### src/hdl/ple_pkg.sv
// Shared types and constants of the positional list engine.
package ple_pkg;

    localparam int DEPTH_DEF = 64;
    localparam int DEPTH_MAX = 1024;
    // Wide enough for any count or slot up to DEPTH_MAX.
    localparam int CNT_W     = $clog2(DEPTH_MAX + 1);
    localparam int GROUP     = 8;
    localparam int GI_W      = $clog2(GROUP);

    typedef enum logic [2:0] {
        CMD_INSERT = 3'd0,
        CMD_DELETE = 3'd1,
        CMD_GET    = 3'd2,
        CMD_LOCATE = 3'd3,
        CMD_CLEAR  = 3'd4
    } cmd_t;

    typedef enum logic [1:0] {
        ST_OK    = 2'd0,
        ST_RANGE = 2'd1,
        ST_FULL  = 2'd2
    } status_t;

    typedef enum logic [1:0] {
        S_IDLE,
        S_GROUP,
        S_FINAL
    } state_t;

    typedef enum logic [1:0] {
        OP_HOLD,
        OP_INSERT,
        OP_DELETE
    } cell_op_t;

    // Broadcast to every cell of the chain.
    typedef struct packed {
        cell_op_t           op;
        logic [CNT_W-1:0]   slot;
        logic [CNT_W-1:0]   count;
        logic signed [31:0] value;
    } cell_ctrl_t;

    // Registered partial result of one group of cells.
    typedef struct packed {
        logic signed [31:0] rd;
        logic               hit;
        logic [GI_W-1:0]    first;
    } grp_res_t;

endpackage

### src/hdl/ple_cell.sv
// One storage cell of the list chain: shifts with its neighbors, flags select and match.
module ple_cell #(
    parameter int IDX = 0
) (
    input  logic                   clk,
    input  ple_pkg::cell_ctrl_t    ctrl,
    input  logic signed [31:0]     left,
    input  logic signed [31:0]     right,
    output logic signed [31:0]     value,
    output logic                   sel,
    output logic                   match
);

    localparam logic [ple_pkg::CNT_W-1:0] MY_IDX = ple_pkg::CNT_W'(IDX);

    logic signed [31:0] value_reg;
    logic signed [31:0] value_next;

    assign value = value_reg;
    assign sel   = (ctrl.slot == MY_IDX);
    assign match = (MY_IDX < ctrl.count) && (value_reg == ctrl.value);

    always_comb
    begin
        value_next = value_reg;
        case (ctrl.op)
            ple_pkg::OP_INSERT:
            begin
                if (MY_IDX > ctrl.slot)
                    value_next = left;
                else if (MY_IDX == ctrl.slot)
                    value_next = ctrl.value;
            end
            ple_pkg::OP_DELETE:
            begin
                if (MY_IDX >= ctrl.slot)
                    value_next = right;
            end
            default:
            begin
                value_next = value_reg;
            end
        endcase
    end

    always_ff @(posedge clk)
    begin
        value_reg <= value_next;
    end

endmodule

### config.mk
export PLATFORM = sky130hd
export DESIGN_NAME = ple_cell
export DESIGN_NICKNAME = d
export VERILOG_FILES = /design/src/hdl/ple_pkg.sv /design/src/hdl/ple_cell.sv
export SDC_FILE = /design/constraint.sdc
export NUM_CORES = 1
export LEC_CHECK = 0
export BUFFER_PORTS_ARGS = -buffer_cell sky130_fd_sc_hd__buf_2
export CORE_UTILIZATION = 41
export CTS_CLUSTER_DIAMETER = 40
export DETAILED_ROUTE_END_ITERATION = 8
export HOLD_SLACK_MARGIN = 0.06
export PLACE_DENSITY = 0.86
export SETUP_SLACK_MARGIN = 0.4
export SKIP_CTS_REPAIR_TIMING = 1
export SLEW_MARGIN = 25
export SYNTH_ARGS = -nofsm -noshare
export SYNTH_HDL_FRONTEND = slang
export SYNTH_SLANG_ARGS = --single-unit
export TNS_END_PERCENT = 30
### constraint.sdc
create_clock -name clk -period 5 [get_ports clk]
set_clock_uncertainty 0.15 [all_clocks]
set_input_delay 0.75 -clock clk [delete_from_list [all_inputs] [get_ports clk]]
set_output_delay 0.75 -clock clk [all_outputs]
set_load 0.005 [all_outputs]
==> flow_metrics.py <==
metrics = {
    "drt": {
        "drtAntennaViolNets": 0,
        "drtIter0Drc": 68,
        "avgRoutedWirePerCell_um": 14.0,
        "wl_um": 4170,
        "drt-pass1-iter-count": 4,
        "vias": 1484,
        "via_per_inst": 4.96,
        "drcViolationCount": 0,
    },
    "critical_path": {
        "path_common_cell": "buf_2",
        "cp-end-kind": "output port",
        "cp_data_arrival_time_ns": 1.91,
        "slowest_stage": "nor4_1",
        "critPathLaunchType": "primary input",
        "worst-path-buf-inv": 2,
        "cp_top_family": "simple AND/OR/NAND/NOR gates",
        "cp.required_ns": 4.10,
        "crit_type": "primary input to output port",
        "path_cells": "buf_2 -> xor2_1 -> nor4_1 -> nand4_1 -> nor4_2 -> buf_2",
        "slowest_delay_ns": 0.38,
        "crit_fanout": 2,
    },
    "layout": {
        "largest_reg_flops": 32,
        "final_util_pct": 62.1,
        "fin_nets": 369,
        "multiInputGateArea_um2": 806,
        "antenna_cells": 0,
        "seqCellArea_um2": 961,
        "drive_gt1_share_pct": 66.7,
        "nFillCells": 330,
        "syn_to_final_growth_pct": 42.0,
    },
    "yosys": {
        "syn-instance-count": 122,
        "avgSynthCellArea_um2": 14.7,
        "ys_seq_area_share_pct": 53.4,
        "netlist_area_um2": 1800,
        "synth-xor-area-share_pct": 15.6,
        "synth.net_count": 243,
        "synth_top_family_by_area": "multiplexers",
        "synth-compound-area-share_pct": 0.418,
        "synth_mux_area_share_pct": 20.0,
        "synthSimpleGateAreaFrac_pct": 8.35,
        "synth.distinct_cells": 14,
        "ys_ff_latch": 32,
        "synth_warnings": 0,
        "yosys.area_share.adder_pct": 0,
    },
    "floorplan": {
        "num_rows": 23,
        "die_w_um": 68.2,
        "dieArea_um2": 4650,
        "num_io_pins": 155,
        "coreArea_um2": 4120,
        "initial_utilization_pct": 43.7,
        "die_h_um": 68.2,
    },
    "timing": {
        "hold_viol": 0,
        "max_freq_mhz": 356,
        "final.period_utilization_pct": 56.2,
        "setup_viol": 0,
        "slew_headroom_pct": 39.1,
        "fin_crit_ns": 2.81,
        "drv_slew": 0,
        "fin_tns_setup_ns": 0,
        "rsz0062_at_grt": "no",
        "tightest_slew_ns": 0.912,
    },
    "placed_design": {
        "io_buffers": 122,
        "gp_congestion": 0.733,
        "hpwl_um": 3410,
    },
    "pwr": {
        "p_sw_mw": 0.121,
        "sw_frac_of_total_pct": 19.7,
        "combinationalPowerShare_pct": 13.5,
        "leakage_nw": 1.09,
        "peakVddDrop_v": 0.000165,
        "clkPwrFrac_pct": 38.1,
        "powerDensity_nw_per_um2": 240,
        "pwr-share-seq_pct": 48.4,
        "intPower_mw": 0.493,
    },
    "clock_tree": {
        "ctsHtreeMaxLevel": 2,
        "cts_buffers": 5,
        "clk_path_buf_depth": 2,
        "cts_sinks": 32,
        "root_buffer": "clkbuf_8",
        "cts_tree": "done",
        "clk_pin_slew_worst_paths_ns": 0.06,
    },
    "grt": {
        "antenna_found_initial": 0,
        "grt_pass1_wl_um": 5810,
        "grt_max_degree": 34,
        "overflow": 0,
        "grt_usage_pct": 17.5,
        "grt_pass1_vias": 1366,
    },
    "min_path": {
        "hold_start": "right[17]",
        "whs_path_depth": 2,
        "whs_endpoint": "value[17]$_DFFE_PP_",
        "hold_class": "primary input to register",
    },
    "run": {
        "cap_violations": 0,
    },
    "status": {
        "status": "completed",
    },
}
## Yosys cell counts, drive strengths merged
library cell  count  area, um2
nor2b             2       12.5
nand3             2       10.0
o21a              1       7.51
nand2             1       3.75
mux2             32        360
nor4             12        100
xnor2             8       70.1
xor2             24        210
nand4             3       18.8
edfxtp           32        961
nor3              1       5.00
buf               4       38.8
## stage by stage
step                      instance area [um2]  hold WS [ns]  worst slack (ns)  instances  power (mW)
after floorplan                          1800         0.820              2.32        122       0.343
after global placement                   2450         0.901              2.16        291       0.382
after detailed placement                 2450         0.905              2.12        291       0.386
after CTS                                2550         0.622              2.12        299       0.620
after global routing                     2550         0.616              2.03        299       0.637
final                                    2550         0.627              2.19        299       0.614
## power groups by stage
stage                     clock network (mW)  registers [mW]  logic [mW]
after floorplan                            0           0.303      0.0400
after global placement                     0           0.303      0.0794
after detailed placement                   0           0.303      0.0834
after CTS                              0.239           0.297      0.0836
after global routing                   0.249           0.297      0.0913
final                                  0.234           0.297      0.0826
## how the worst max path moves through the flow
| stage | start | end | cells after the start | slack [ns] |
|---|---|---|---|---|
| CTS | ctrl[5] | match | 6 | 2.12 |
| global placement | ctrl[21] | match | 6 | 2.16 |
| detailed placement | ctrl[21] | match | 6 | 2.12 |
| global route | ctrl[5] | match | 6 | 2.03 |
| finish | ctrl[21] | match | 6 | 2.19 |
| floorplan | ctrl[48] | value[0]$_DFFE_PP_ | 4 | 2.32 |
## metal layers
metal	GRT usage [%]	wire [um]
met5	0	0
met4	6.51	41
met3	5.00	355
met2	33.7	2250
met1	17.4	1530
## placed cells by master (no fill, tap or decap), drive strengths merged
cell	n
buf	123
mux2	32
edfxtp	32
xor2	24
nor4	12
xnor2	8
clkbuf	5
nand4	3
nand3	2
clkinv	2
nor2b	2
nand2	1
o21a	1
nor3	1
bufinv	1
## layout make-up
| type | instances | share of cell area, % |
|---|---|---|
| timing repair buffer | 123 | 24.2 |
| multi-input combinational | 86 | 31.6 |
| sequential | 32 | 37.6 |
| clock inverter | 3 | 1.47 |
| clock buffer | 5 | 2.69 |
| tap | 50 | 2.45 |
## logic make-up after synthesis
family / count (synthesis)
buffers and inverters: 4
AO/OA/AOI/OAI: 1
flip-flops: 32
AND/OR/NAND/NOR: 21
multiplexers: 32
XOR/XNOR: 32
No activity file was read; power rests on OpenSTA's default activity.
