==> src/hdl/ple_pkg.sv <==
// Shared types and constants of the positional list engine.
package ple_pkg;

    localparam int DEPTH_DEF = 64;
    localparam int DEPTH_MAX = 1024;
    // Wide enough for any count or slot up to DEPTH_MAX.
    localparam int CNT_W     = $clog2(DEPTH_MAX + 1);
    localparam int GROUP     = 8;
    localparam int GI_W      = $clog2(GROUP);

    typedef enum logic [2:0] {
        CMD_INSERT = 3'd0,
        CMD_DELETE = 3'd1,
        CMD_GET    = 3'd2,
        CMD_LOCATE = 3'd3,
        CMD_CLEAR  = 3'd4
    } cmd_t;

    typedef enum logic [1:0] {
        ST_OK    = 2'd0,
        ST_RANGE = 2'd1,
        ST_FULL  = 2'd2
    } status_t;

    typedef enum logic [1:0] {
        S_IDLE,
        S_GROUP,
        S_FINAL
    } state_t;

    typedef enum logic [1:0] {
        OP_HOLD,
        OP_INSERT,
        OP_DELETE
    } cell_op_t;

    // Broadcast to every cell of the chain.
    typedef struct packed {
        cell_op_t           op;
        logic [CNT_W-1:0]   slot;
        logic [CNT_W-1:0]   count;
        logic signed [31:0] value;
    } cell_ctrl_t;

    // Registered partial result of one group of cells.
    typedef struct packed {
        logic signed [31:0] rd;
        logic               hit;
        logic [GI_W-1:0]    first;
    } grp_res_t;

endpackage

==> src/hdl/ple_group.sv <==
// First reduction level: read mux and first-match search over one group of cells.
module ple_group (
    input  logic                                     clk,
    input  logic                                     capture,
    input  logic [ple_pkg::GROUP-1:0]                sel,
    input  logic [ple_pkg::GROUP-1:0]                match,
    input  logic [ple_pkg::GROUP-1:0][31:0]          vals,
    output ple_pkg::grp_res_t                        res
);

    ple_pkg::grp_res_t res_reg;
    ple_pkg::grp_res_t res_next;

    assign res = res_reg;

    always_comb
    begin
        res_next.rd    = '0;
        res_next.hit   = |match;
        res_next.first = '0;
        for (int i = 0; i < ple_pkg::GROUP; i++)
        begin
            if (sel[i])
                res_next.rd = res_next.rd | vals[i];
        end
        for (int i = ple_pkg::GROUP - 1; i >= 0; i--)
        begin
            if (match[i])
                res_next.first = ple_pkg::GI_W'(i);
        end
    end

    always_ff @(posedge clk)
    begin
        if (capture)
            res_reg <= res_next;
    end

endmodule

==> config.mk <==
export PLATFORM = sky130hd
export DESIGN_NAME = ple_group
export DESIGN_NICKNAME = d
export VERILOG_FILES = /design/src/hdl/ple_pkg.sv /design/src/hdl/ple_group.sv
export SDC_FILE = /design/constraint.sdc
export NUM_CORES = 1
export LEC_CHECK = 0
export BUFFER_PORTS_ARGS = -buffer_cell sky130_fd_sc_hd__buf_2
export CAP_MARGIN = 0
export CORE_AREA = 3 3 121 123
export CTS_BUF_LIST = sky130_fd_sc_hd__clkbuf_8
export DETAILED_ROUTE_END_ITERATION = 8
export DIE_AREA = 0 0 124 126
export SLEW_MARGIN = 20
export SYNTH_ARGS = -nofsm -noshare
export SYNTH_HDL_FRONTEND = slang
export SYNTH_SLANG_ARGS = --single-unit
==> constraint.sdc <==
create_clock -name clk -period 0.8 [get_ports clk]
set_input_delay 0.08 -clock clk [delete_from_list [all_inputs] [get_ports clk]]
set_output_delay 0.08 -clock clk [all_outputs]
set_load 0.01 [all_outputs]
==> summary.md, run 1 <==
| Metric | Value |
|---|---|
| GP Congestion | 0.9109 |
| Gr usage total | 15.80% |
| NumNets Final | 820 |
| Setup TNS | -3242 ps |
| Post-Syn Area | 2519 sq um |
| Cell area after layout | 4548 sq um |
| Total grt overflow | 0 |
| Crit path from | res[11]$_DFFE_PP_ |
| Relative slew margins | 74.65% |
| CP top delay family | flip-flops |
| Worst vdd rail ir drop | 0.5064 mV |
| Leakage Power | 0.002172 uW |
| Die ar. | 15620 sq um |
| Initial detailed-routing violation count | 256 |
| Critical Path End Type | primary output |
| Final ANT Viol Nets | 0 |
| Pin count of the biggest net entering global routing | 24 |
| Sequential share of the synthesized area | 42.92% |
| Routed len/inst | 18.45 um |
| Cells along the critical path | buf_6 |
| Seq cells post-synth | 36 |
| RSZ-0062 raised after global routing | yes |
| Clk buf depth | 2 |
| H-tree depth | 2 |
| Clock Tree Root | clkbuf_8 |
| Share of Yosys cell area claimed by the top area cell type | 42.92% |
| Slew Viols, Final | 0 |
| Initial antenna violation count | 0 |
| Final Hold Vio Count | 0 |
| DPL Wire Length | 11180 um |
| Final period utilization | 118.6% |
| Critical hold path startpoint | vals[159] |
| CTS buffer count | 5 |
| Setup slack after layout | -148.6 ps |
| Reg clk slew, reported paths | 80 ps |
| Worst Path Max Fanout | 1 |
| Cts hold-fix bufs | 0 |
| Final min period | 948.6 ps |
| Area Overhead vs Synth | 80.58% |
| Synth top area cells | edfxtp_1, a22oi_1, nand4_1 |
| Vias | 3680 |
| Largest register FFs | 36 |
| Multi-input logic area | 1239 sq um |
| Vias per inst | 5.076 |
| CP arrival | 870 ps |
| Most frequent cells in the layout | buf_2, a22oi_1, edfxtp_1, nand4_1, buf_12 |
| Placed Cells | 719 |
| DRC | 0 |
| Core ar. | 13770 sq um |
| Syn Inst Count | 234 |
| CTS tree | built |
| CP required | 720 ps |
| Critical Path Max Stage Delay | 430 ps |
| Crit Path Class | reg -> out |
| Mapped Nets | 508 |
| First-pass GRT wire length | 18750 um |
| Largest area contributor in the netlist | edfxtp_1 |
| Non-Filler Instances | 725 |
| Yosys warning total | 0 |
| Port-buffer cells | 309 |
| Crit-path slowest cell | edfxtp_1 |
| Max Clk Rate | 1054 MHz |
| Max Cap Viol | 0 |
| Cell Pwr Density | 1192 nW/um^2 |
| Status | complete, but fails checks |
| Hold WC Path Type | in -> reg |
| Fill cells | 1450 |
| Initial Util | 18.29% |
| Placed Area | 4458 sq um |
| Final Power | 5422 uW |
| Die height | 126 um |
| Syn_area_per_cell | 10.76 sq um |
| Total wire length | 13380 um |
| Failing checks | negative setup slack |
| Seq. cell area | 1081 sq um |
| Drt pass-1 iters | 5 |
| # setup viols final | 36 |
| Dpl ws | -295.1 ps |
| I/O pin cnt | 310 |
| Cell row count | 43 |
| Worst-Margin Slew | 376.8 ps |
| Share of layout cells above drive strength 1 | 61.58% |
| Most common cell after layout, fill and taps aside | buf_2 |
| Clock Sink Count | 36 |
| Startpoint Class | flop |
| Die width | 124 um |
| CP bufs+invs | 1 |
| Netlist cell types | 15 |
| Vias in the first global route | 3723 |
[stage by stage]
| stage | hold slack (ps) | util (%) |
|---|---|---|
| after CTS | 57.54 | 32.87 |
| after global routing | 64.51 | 33.00 |
| after global placement | 381.9 | 32.37 |
| after detailed placement | 387.6 | 32.37 |
| after floorplan | 192.5 | - |
| final | 86.78 | 33.02 |
[synthesized netlist by cell type, drive strengths merged]
master,instances
a21oi,2
nor2b,2
nor2,3
inv,1
nand2,1
buf,24
nor4,2
o41ai,1
a211oi,1
edfxtp,36
a22oi,128
nand4,32
o21ai,1
[layout make-up]
class	instances	share of cell area, %
clock buffers	5	1.513
multi-input cells	173	27.24
well taps	180	4.952
flip-flops and latches	36	23.77
repair buffers	329	42.39
inverters	1	0.08253
diodes	1	0.05502
[power by group]
part           leakage (uW)  switching, uW  internal [uW]
Combinational       0.00178            892           1030
Clock             0.0000360            655            562
Sequential         0.000360           42.5           2240
Total               0.00217           1590           3830
[logic make-up after synthesis]
family / Yosys count / share of synthesized area [%]
buf+inv: 25 / 7.899
flops: 36 / 42.92
compound gates: 133 / 39.39
simple gates: 40 / 9.786
[path summary, 6_finish.rpt]
check / to / slack [ps] / cells after the start
worst max-delay path: res[11] / -150 / 1
worst min-delay path: res[35]$_DFFE_PP_ / 90 / 3
[layer usage]
| metal | vias up | track usage [%] | part of all wire [%] |
|---|---|---|---|
| met5 | - | 0 | 0 |
| met4 | 0 | 6.508 | 2.9 |
| met3 | 23 | 4.311 | 10 |
| met2 | 269 | 28.76 | 51 |
| met1 | 1719 | 16.94 | 35 |
| li1 | 1669 | - | - |
[repair_timing]
action | 4_1_cts | 5_1_grt
buffers inserted | 0 | 0
resized for setup | 0 | 4
endpoints found under the setup margin | 36 | 36
Note: power is estimated with default switching activity, not from simulation.
==> run 2, diff against run 1 <==
Settings changed: CELL_PAD_IN_SITES_DETAIL_PLACEMENT set to 1, CELL_PAD_IN_SITES_GLOBAL_PLACEMENT set to 1, CORE_AREA 3 3 121 123 to unset, CORE_ASPECT_RATIO set to 0.5, CORE_MARGIN set to 3, CORE_UTILIZATION set to 22, DIE_AREA 0 0 124 126 to unset, PLACE_DENSITY_LB_ADDON set to 0.1.
==> run 2 against run 1 <==
The run still ends with negative setup slack left. First-iteration DRC count down 50%. Combinational power about the same. Die area down 18%. Routed wire length up 7.3%. Via count down 3.5%. Total power up 1.2%. Non-clock buffer count up 3. Clock power up 9%. Critical endpoint is now res[21].
==> summary.md, run 2 (synthesis gave the netlist of run 1 again) <==
| Metric | Value |
|---|---|
| Status | complete, but fails checks (unchanged) |
| Failing checks | negative setup slack (unchanged) |
| Critical Path Max Stage Delay | 390 ps (was 430 ps) |
| Initial antenna violation count | 0 (unchanged) |
| Final min period | 923.1 ps (was 948.6 ps) |
| Multi-input logic area | 1239 sq um (unchanged) |
| Die ar. | 12850 sq um (was 15620 sq um) |
| Routed len/inst | 20.80 um (was 18.45 um) |
| DRC | 0 (unchanged) |
| CP bufs+invs | 1 (unchanged) |
| Clock Sink Count | 36 (unchanged) |
| DPL Wire Length | 11890 um (was 11180 um) |
| Total grt overflow | 0 (unchanged) |
| Area Overhead vs Synth | 78.19% (was 80.58%) |
| Port-buffer cells | 309 (unchanged) |
| Comb pwr share | 34.4% (was 35.4%) |
| Critical Path End Type | primary output (unchanged) |
| Slew Viols, Final | 0 (unchanged) |
| Post-CTS sizing | 0 (unchanged) |
| GP Congestion | 0.8091 (was 0.9109) |
| Seq. cell area | 1081 sq um (unchanged) |
| Pin count of the biggest net entering global routing | 23 (was 24) |
| # Post-CTS Setup Buffers | 0 (unchanged) |
| Cells along the critical path | buf_2 (was buf_6) |
| Startpoint Class | flop (unchanged) |
| Worst vdd rail ir drop | 0.5601 mV (was 0.5064 mV) |
| Switching power | 1646 uW (was 1589 uW) |
| Total wire length | 14350 um (was 13380 um) |
| Worst Path Max Fanout | 1 (unchanged) |
| Final ANT Viol Nets | 0 (unchanged) |
| Max Cap Viol | 0 (unchanged) |
| Share of layout cells above drive strength 1 | 61.82% (was 61.58%) |
| Most frequent cells in the layout | buf_2, a22oi_1, edfxtp_1, nand4_1, buf_12 (unchanged) |
| Cell Pwr Density | 1223 nW/um^2 (was 1192 nW/um^2) |
| Crit-path slowest cell | edfxtp_1 (unchanged) |
| I/O pin cnt | 310 (unchanged) |
| Most common cell after layout, fill and taps aside | buf_2 (unchanged) |
| Hold WC Path Type | in -> reg (unchanged) |
| Fill cells | 1320 (was 1450) |
| Vias in the first global route | 3823 (was 3723) |
| Switching share of power | 29.99% (was 29.32%) |
| Vias | 3552 (was 3680) |
| N_diodes | 0 (was 1) |
| Die height | 81.66 um (was 126 um) |
| CP top delay family | flip-flops (unchanged) |
| Clk buf depth | 2 (unchanged) |
| Drt pass-1 iters | 4 (was 5) |
| Fin Hold WS | 78.56 ps (was 86.78 ps) |
| Vias per inst | 5.148 (was 5.076) |
| Cell row count | 26 (was 43) |
| Die width | 157.3 um (was 124 um) |
| Worst-Margin Slew | 336.4 ps (was 376.8 ps) |
| Internal power | 3843 uW (was 3832 uW) |
| H-tree depth | 2 (unchanged) |
| RSZ-0062 raised after global routing | yes (unchanged) |
| Initial detailed-routing violation count | 128 (was 256) |
| Final Hold Vio Count | 0 (unchanged) |
| Final Power | 5488 uW (was 5422 uW) |
| CP required | 720 ps (about the same) |
| # setup viols final | 36 (unchanged) |
| Crit Path Class | reg -> out (unchanged) |
| Largest register FFs | 36 (unchanged) |
| Final period utilization | 115.4% (was 118.6%) |
| Setup slack after layout | -123.1 ps (was -148.6 ps) |
| Relative slew margins | 77.37% (was 74.65%) |
| Gr usage total | 20.76% (was 15.80%) |
| Reg clk slew, reported paths | 80 ps (about the same) |
| Initial Util | 23.60% (was 18.29%) |
| Sequential power share | 41.4% (was 42.2%) |
| CTS tree | built (unchanged) |
| Clock Tree Root | clkbuf_8 (unchanged) |
| CTS buffer count | 5 (unchanged) |
| First-pass GRT wire length | 20270 um (was 18750 um) |
| NumNets Final | 823 (was 820) |
| CP arrival | 840 ps (was 870 ps) |
| Core ar. | 10670 sq um (was 13770 sq um) |
| Max Clk Rate | 1083 MHz (was 1054 MHz) |
| Leakage Power | 0.002180 uW (was 0.002172 uW) |
| Clk pwr share | 24.2% (was 22.4%) |
-- run 2: through the flow --
step / area [sq um] / setup slack, ps / utilization (%) / TNS, ps / instances
after CTS: 4488 / -157.3 / 42.06 / -3925 / 690
final: 4488 / -123.1 / 42.06 / -3079 / 690
after detailed placement: 4405 / -218.6 / 41.29 / -5499 / 682
after global placement: 4405 / -209.0 / 41.29 / -5247 / 682
after floorplan: 2519 / 51.23 / - / 0 / 234
after global routing: 4488 / -178.7 / 42.06 / -4712 / 690
-- run 2: metal layers --
metal	track usage [%]	wire length, um	share of wire (%)
met1	24.94	5685	40
met2	37.69	7370	51
met3	6.158	1133	7.9
met4	3.636	161	1.1
met5	0	0	0
-- run 2: path summary, 6_finish.rpt --
check	start	cells after the start	endpoint
min	vals[238]	3	res[18]$_DFFE_PP_
max	res[21]$_DFFE_PP_	1	res[21]
-- run 2: power groups by stage --
stage                     logic [uW]  registers [uW]  clock network, uW
after floorplan                  596            2410                  0
after global placement          1900            2310                  0
after detailed placement        1900            2320                  0
after CTS                       1900            2280               1410
after global routing            2070            2290               1490
final                           1890            2270               1330
-- run 2: final cells by class --
class	count	share of cell area, %
Tap cell	140	3.903
Timing Repair Buffer	332	42.49
Clock inverter	3	0.3067
Multi-Input combinational cell	173	27.60
Inverter	1	0.08364
Clock buffer	5	1.533
Sequential cell	36	24.09
-- run 2: repair_timing --
action                                  in CTS  in global routing
hold buffers                                 0                  0
pin swaps                                    0                  0
endpoints found under the setup margin      36                 36
==> run 3, diff against run 2 <==
Settings changed: SETUP_SLACK_MARGIN set to 0.1.
==> run 3 against run 2 <==
Hold slack gained 6.8 ps. Total power grew 2.5%. Fmax shrank 0.48%. Worst setup slack lost 4.4 ps. The run still ends with negative setup slack left. First-iteration DRC count shrank 7.8%. Critical path depth is the same. Non-clock buffer count shrank 1. Combinational power grew 11%.
==> summary.md, run 3 (synthesis gave the netlist of run 1 again) <==
| Metric | Value |
|---|---|
| Status | complete, but fails checks (unchanged) |
| Failing checks | negative setup slack (unchanged) |
| Cell Pwr Density | 1163 nW/um^2 (was 1223 nW/um^2) |
| Vias | 3515 (was 3552) |
| Fill cells | 1300 (was 1320) |
| Setup slack after layout | -127.5 ps (was -123.1 ps) |
| NumNets Final | 822 (was 823) |
| Clk buf depth | 2 (unchanged) |
| Gr usage total | 20.45% (was 20.76%) |
| Die ar. | 12850 sq um (unchanged) |
| Hold depth | 3 (unchanged) |
| DRC | 0 (unchanged) |
| Core ar. | 10670 sq um (unchanged) |
| Startpoint Class | flop (unchanged) |
| Leakage Power | 0.002191 uW (was 0.002180 uW) |
| N_diodes | 0 (unchanged) |
| Critical hold path startpoint | vals[194] (was vals[238]) |
| Dpl ws | -218.7 ps (was -218.6 ps) |
| Worst vdd rail ir drop | 0.4791 mV (was 0.5601 mV) |
| I/O pin cnt | 310 (unchanged) |
| Initial detailed-routing violation count | 118 (was 128) |
| Port-buffer cells | 309 (unchanged) |
| Cell row count | 26 (unchanged) |
| Die height | 81.66 um (unchanged) |
| Critical Path Max Stage Delay | 390 ps (about the same) |
| Total grt overflow | 0 (unchanged) |
| Total wire length | 14290 um (was 14350 um) |
| Die width | 157.3 um (unchanged) |
| Max Clk Rate | 1078 MHz (was 1083 MHz) |
| Crit-path slowest cell | edfxtp_1 (unchanged) |
| Cells along the critical path | buf_2 (unchanged) |
| Non-Filler Instances | 689 (was 690) |
| Reg clk slew, reported paths | 70 ps (was 80 ps) |
| Slew Viols, Final | 0 (unchanged) |
| Initial antenna violation count | 0 (unchanged) |
| Clock Tree Root | clkbuf_8 (unchanged) |
| Pin count of the biggest net entering global routing | 29 (was 23) |
| DPL Wire Length | 11830 um (was 11890 um) |
| # setup viols final | 36 (unchanged) |
| Worst Path Max Fanout | 1 (unchanged) |
| Clock Sink Count | 36 (unchanged) |
| Placed Cells | 681 (was 682) |
| First-pass GRT wire length | 19950 um (was 20270 um) |
| Initial Util | 23.60% (unchanged) |
| CP bufs+invs | 1 (unchanged) |
| Drt pass-1 iters | 6 (was 4) |
| Hold Path Sink | res[6]$_DFFE_PP_ (was res[18]$_DFFE_PP_) |
| Final Hold Vio Count | 0 (unchanged) |
| Hold WC Path Type | in -> reg (unchanged) |
| Critical Path End Type | primary output (unchanged) |
| Share of layout cells above drive strength 1 | 75.05% (was 61.82%) |
| Crit Path Class | reg -> out (unchanged) |
| GP Congestion | 0.7990 (was 0.8091) |
| Final min period | 927.5 ps (was 923.1 ps) |
| Final ANT Viol Nets | 0 (unchanged) |
| CTS tree | built (unchanged) |
| CP top delay family | flip-flops (unchanged) |
| CTS buffer count | 5 (unchanged) |
| Max Cap Viol | 0 (unchanged) |
| Vias per inst | 5.102 (was 5.148) |
| # Post-CTS Setup Buffers | 0 (unchanged) |
| Area Overhead vs Synth | 92.00% (was 78.19%) |
| H-tree depth | 2 (unchanged) |
| Relative slew margins | 78.82% (was 77.37%) |
| RSZ-0062 raised after global routing | yes (unchanged) |
| Largest register FFs | 36 (unchanged) |
| Most common cell after layout, fill and taps aside | buf_2 (unchanged) |
| Vias in the first global route | 3640 (was 3823) |
| CP arrival | 850 ps (was 840 ps) |
| Final period utilization | 115.9% (was 115.4%) |
| Most frequent cells in the layout | buf_2, a22oi_2, a22oi_1, edfxtp_1, nand4_1 (was buf_2, a22oi_1, edfxtp_1, nand4_1, buf_12) |
| CP required | 720 ps (about the same) |
| Routed len/inst | 20.75 um (was 20.80 um) |
| Cts hold-fix bufs | 0 (unchanged) |
| Worst-Margin Slew | 313.6 ps (was 336.4 ps) |
-- run 3: repair_timing --
| action | in CTS | in global routing |
|---|---|---|
| pin swaps | 0 | 1 |
| setup endpoints to repair | 36 | 42 |
| hold endpoints to repair | 0 | 0 |
| resized for setup | 0 | 10 |
-- run 3: area by class of cell --
type | count | area (sq um) | share of cell area [%]
clock buffers | 5 | 68.82 | 1.423
clock inverters | 3 | 11.26 | 0.2329
inverters | 1 | 3.754 | 0.07762
multi-input cells | 173 | 1615 | 33.40
flip-flops and latches | 36 | 1081 | 22.35
well taps | 140 | 175.2 | 3.622
repair buffers | 331 | 1881 | 38.89
-- run 3: layer usage --
metal	part of all wire (%)	track usage, %	wire length, um	vias to the layer above
met3	6.6	5.526	946	4
met5	0	0	0	-
met2	54	39.27	7718	122
li1	-	-	-	1676
met1	39	23.75	5577	1713
met4	0.36	2.338	52	0
-- run 3: through the flow --
step                      hold slack [ps]  setup TNS, ps  cell area, sq um  total power, uW  util, %
final                               85.36          -2951              4836             5626    45.32
after CTS                           75.30          -3634              4785             5677    44.84
after global routing                81.50          -4676              4836             5971    45.32
after global placement              379.5          -4909              4705             4392    44.09
after floorplan                     192.5              0              2922             3191        -
after detailed placement            381.5          -5168              4705             4412    44.09
-- run 3: where the power goes --
| part | switching [uW] | internal, uW |
|---|---|---|
| sequential | 39.5 | 2240 |
| clock | 666 | 582 |
| combinational | 988 | 1110 |
| total | 1690 | 3930 |
-- run 3: how the worst max path moves through the flow --
| stage | startpoint | endpoint | cells after the start |
|---|---|---|---|
| after floorplan | sel[3] | res[32]$_DFFE_PP_ | 3 |
| after global placement | sel[0] | res[20]$_DFFE_PP_ | 4 |
| after detailed placement | sel[1] | res[32]$_DFFE_PP_ | 4 |
| after CTS | res[11]$_DFFE_PP_ | res[11] | 1 |
| after global routing | res[32]$_DFFE_PP_ | res[32] | 1 |
| final | res[7]$_DFFE_PP_ | res[7] | 1 |
